**src/rtl/core/mvm_ram.sv**
```systemverilog
module mvm_ram #(
    parameter int WIDTH = 32,
    parameter int DEPTH = 64
) (
    input  logic                     clk,
    input  logic                     wr_en,
    input  logic [$clog2(DEPTH)-1:0] wr_addr,
    input  logic [WIDTH-1:0]         wr_data,
    input  logic                     rd_en,
    input  logic [$clog2(DEPTH)-1:0] rd_addr,
    output logic [WIDTH-1:0]         rd_data
);

    logic [WIDTH-1:0] mem [DEPTH];

    always_ff @(posedge clk)
    begin
        if (wr_en)
        begin
            mem[wr_addr] <= wr_data;
        end
        if (rd_en)
        begin
            rd_data <= mem[rd_addr];
        end
    end

endmodule

```
**config.mk**
```make
export PLATFORM = sky130hd
export DESIGN_NAME = mvm_ram
export DESIGN_NICKNAME = d
export VERILOG_FILES = /design/src/rtl/core/mvm_ram.sv
export SDC_FILE = /design/constraint.sdc
export NUM_CORES = 2
export LEC_CHECK = 0
export BUFFER_PORTS_ARGS = -buffer_cell sky130_fd_sc_hd__clkbuf_2
export CORE_UTILIZATION = 50
export DETAILED_ROUTE_END_ITERATION = 10
export MAX_ROUTING_LAYER = met4
export PLACE_DENSITY = 0.76
export SYNTH_ARGS = -nofsm -noshare
export SYNTH_HDL_FRONTEND = slang
export SYNTH_SLANG_ARGS = --single-unit
```
**constraint.sdc**
```tcl
create_clock -name clk -period 4.73 [get_ports clk]
set_input_delay 0.7095 -clock clk [delete_from_list [all_inputs] [get_ports clk]]
set_output_delay 0.7095 -clock clk [all_outputs]
set_load 0.03 [all_outputs]
```
==> metrics.md <==
| Metric | Value |
|---|---|
| Status | complete, no violations |
| ANT nets after route | 0 |
| Adder-Cell Fraction of Synth Area | 0% |
| Routed vias/inst | 6.58 |
| First-pass GRT wire length | 286,000 um |
| DIE HEIGHT | 399 um |
| Clk buf depth | 3 |
| Min-delay src | wr_data[10] |
| Core Area | about 0.16 mm^2 |
| Layout cells sized above 1 | 30.2% |
| Simple-Gate Fraction of Synth Area | 1.26% |
| Yosys Warn Count | 0 |
| GP Congestion | around 0.86 |
| CTS resizes | 0 |
| PwrDens | roughly 420 mW/mm^2 |
| Min cycle time layout | ~3.4 ns |
| Initial antenna violation count | 15 |
| Worst path cell trace | buf_8, buf_12, buf_4, buf_4, mux4_2, o22ai_1, nor2_1 |
| Lkg Pwr | around 28 nW |
| Slew @ Worst Pin | 1.11 ns |
| IO buf count | between 70 and 80 |
| Critical Path AT | between 3 and 4 ns |
| Post-Syn Instances | about 3,300 |
| Final nets | 3,655 |
| Syn_nets | ~3,400 |
| Async set-or-reset flop fraction in the synthesized netlist | 0% |
| Synth Flop Type | edfxtp_1 |
| Worst skew pair latency | 0.84 ns |
| Worst setup slack after placement | 0.698 ns |
| Core Util, Final | between 50 and 60% |
| CTS tree | built |
| Syn Area/Cell | 23.7 um^2 |
| #FFs+latches synth | between 2,000 and 2,500 |
| CTS sink count | approximately 2,100 |
| Root Buffer | clkbuf_16 |
| Rel. slew slack | 26.3% |
| Tot GR Track Use | 26.7% |
| Critical path class | in -> reg |
| Crit. End Element | flip-flop |
| Fmax | 296 MHz |
| Largest family of logic cells by synthesized area | multiplexers |
| Area Growth Syn to Fin | 13.0% |
| Number of synthesized flops with an enable pin | ~2,100 |
| Die ar. | 0.159 mm^2 |
| Max IR drop VDD | roughly 0.00036 V |
| Hold Slack | 0.499 ns |
| Mux contribution to synthesized area | 16.7% |
| Most used cell, CP | buf_4 |
| Residual DRC | 0 |
| Post-CTS Setup Inserts | 0 |
| CTS Hold Bufs | 0 |
| Non-filler cells in the finished layout | 5,825 |
| H-tree Lvls | 4 |
| Max-cap violations | 0 |
| Placed cell count | 5,473 |
| Clock-pin transition on the worst setup and hold timing paths | 0.06 ns |
| Vias in the first global route | 38,600 |
| Compound-Gate Fraction of Synth Area | 1.67% |
| Via count | 38,300 |
| Number of DRC markers in iteration 0 | 5,982 |
| Xor/xnor share of the synthesized area | 0% |
| Setup Viol. Count Final | 0 |
| Ports | 79 |
| Initial Util | 50.4% |
| WL per Instance | 34.9 um |
| TritonRoute pass-1 iters | 6 |
| Largest stage delay, worst path | 0.83 ns |
| Final period util | between 70% and 80% |
| Sequential area share after synthesis | roughly four fifths |
| Post-DP HPWL | 112,000 um |
| Total negative setup slack | 0 ns |
| Critical Path Start | rd_addr[2] |
| Die width | around 400 um |
| Cts bufs inserted | 191 |
| Cell area after synthesis | 0.0788 mm^2 |
| Grt ovf | 0 |
| Max Slew Vio Count | 0 |
| Synth cell types | 33 |
| Final WS setup | 1.36 ns |
| CP max stage cell | o22ai_1 |
| Setup crit start kind | input port |
| Final Routed Wirelength | 203,000 um |
| Largest net degree at the start of global routing | 77 |
| Worst endpoint required time | 5.28 ns |
| Multi-input logic area | 0.0160 mm^2 |
| Unrepaired setup endpoints after global routing | no |
| Final clock skew | 0.0350 ns |
| Storage cell area | 0.0625 mm^2 |
| Hold Path Class | in -> reg |
| Filler Cell Count | roughly 11,000 |
| Crit-path max FO | 76 |
| Worst r2r src | mem[30][18] |
| Final Hold Viols | 0 |
| Floorplan row count | 145 |
flip-flops by register name (all words and copies together), names as in the netlist:
name	cells
rd_data	32
mem	2048
synthesized netlist by cell type, types with 5 or more instances:
cell type     n  share of area (%)
mux2i_1      93                1.2
nor2_1      137               0.65
nor2b_1      15               0.12
buf_6         5              0.071
o22ai_1      84               0.67
o221ai_1     27               0.30
a22oi_1      12               0.11
a311oi_1      8              0.089
buf_2        57               0.36
a21oi_1      62               0.39
buf_1        21               0.10
mux4_2      544                 16
nand2b_1      8              0.063
nand3b_1      5              0.048
edfxtp_1   2080                 79
clkbuf_1     74               0.35
nand2_1      26               0.12
nor3_1        7              0.044
nand3_1       5              0.032
buf_4        25               0.24
report_power, final:
group | switching (mW) | internal (mW)
Sequential | 0.0944 | 20.4
Clock | 6.60 | 7.96
Combinational | 1.31 | 0.710
Total | 8.01 | 29.1
critical path: cells and delay by family:
family | cells | cell delay [ns]
buffers and inverters | 4 | 1.49
AO/OA/AOI/OAI | 1 | 0.83
multiplexers | 1 | 0.58
AND/OR/NAND/NOR | 1 | 0.11
worst paths after layout:
| kind | to | slack, ns | cells past startpoint |
|---|---|---|---|
| max | rd_data[18] | 1.36 | 7 |
| min | mem[42][10] | 0.50 | 1 |
| max reg2reg | rd_data[18] | 2.09 | 4 |
| min reg2reg | rd_data[8] | 0.85 | 4 |
cells by family (layout without fill, tap and decap cells):
kind of cell           count (synthesis)  after routing
AO/OA/AOI/OAI                        202            202
buffers and inverters                182            618
flip-flops                          2080           2080
multiplexers                         637            637
other                                  0              7
AND/OR/NAND/NOR                      223            223
cell usage in the layout (no fill, tap or decap), types with 8 or more instances in the layout:
master,instances
nand2_1,26
a21oi_1,62
nor2_1,75
a22oi_1,12
edfxtp_1,2080
mux2i_1,93
mux4_2,544
bufinv_16,8
clkbuf_2,74
buf_12,26
clkinv_1,51
nor2_4,62
o22ai_1,84
buf_4,169
inv_6,9
a311oi_1,8
clkinv_2,26
clkbuf_16,194
clkbuf_1,44
o221ai_1,27
nor2b_1,15
metal layers:
metal / global-route usage (%) / vias to the layer above / wire length [um] / part of all wire, %
met5: - / - / 0 / 0
met4: 10.7 / 0 / 8820 / 4.3
met3: 6.67 / 439 / 27000 / 13
met2: 40.6 / 2862 / 97200 / 48
met1: 34.9 / 20200 / 70400 / 35
li1: - / 14900 / - / -
final cells by class:
type                            instances  share of cell area (%)
Sequential cell                      2080                    70.1
Timing Repair Buffer                  273                    2.49
Clock inverter                        107                   0.892
Tap cell                             2058                    2.89
Multi-Input combinational cell       1062                    17.9
Clock buffer                          238                    5.64
Antenna cell                            7                  0.0197
through the flow:
step                      power [mW]  instance area (um^2)
final                           37.1                 89100
after global routing            37.9                 89000
after CTS                       37.2                 89000
after detailed placement        22.9                 83200
after global placement          22.9                 83200
after floorplan                 21.9                 78800
No activity file was read; power rests on OpenSTA's default activity.
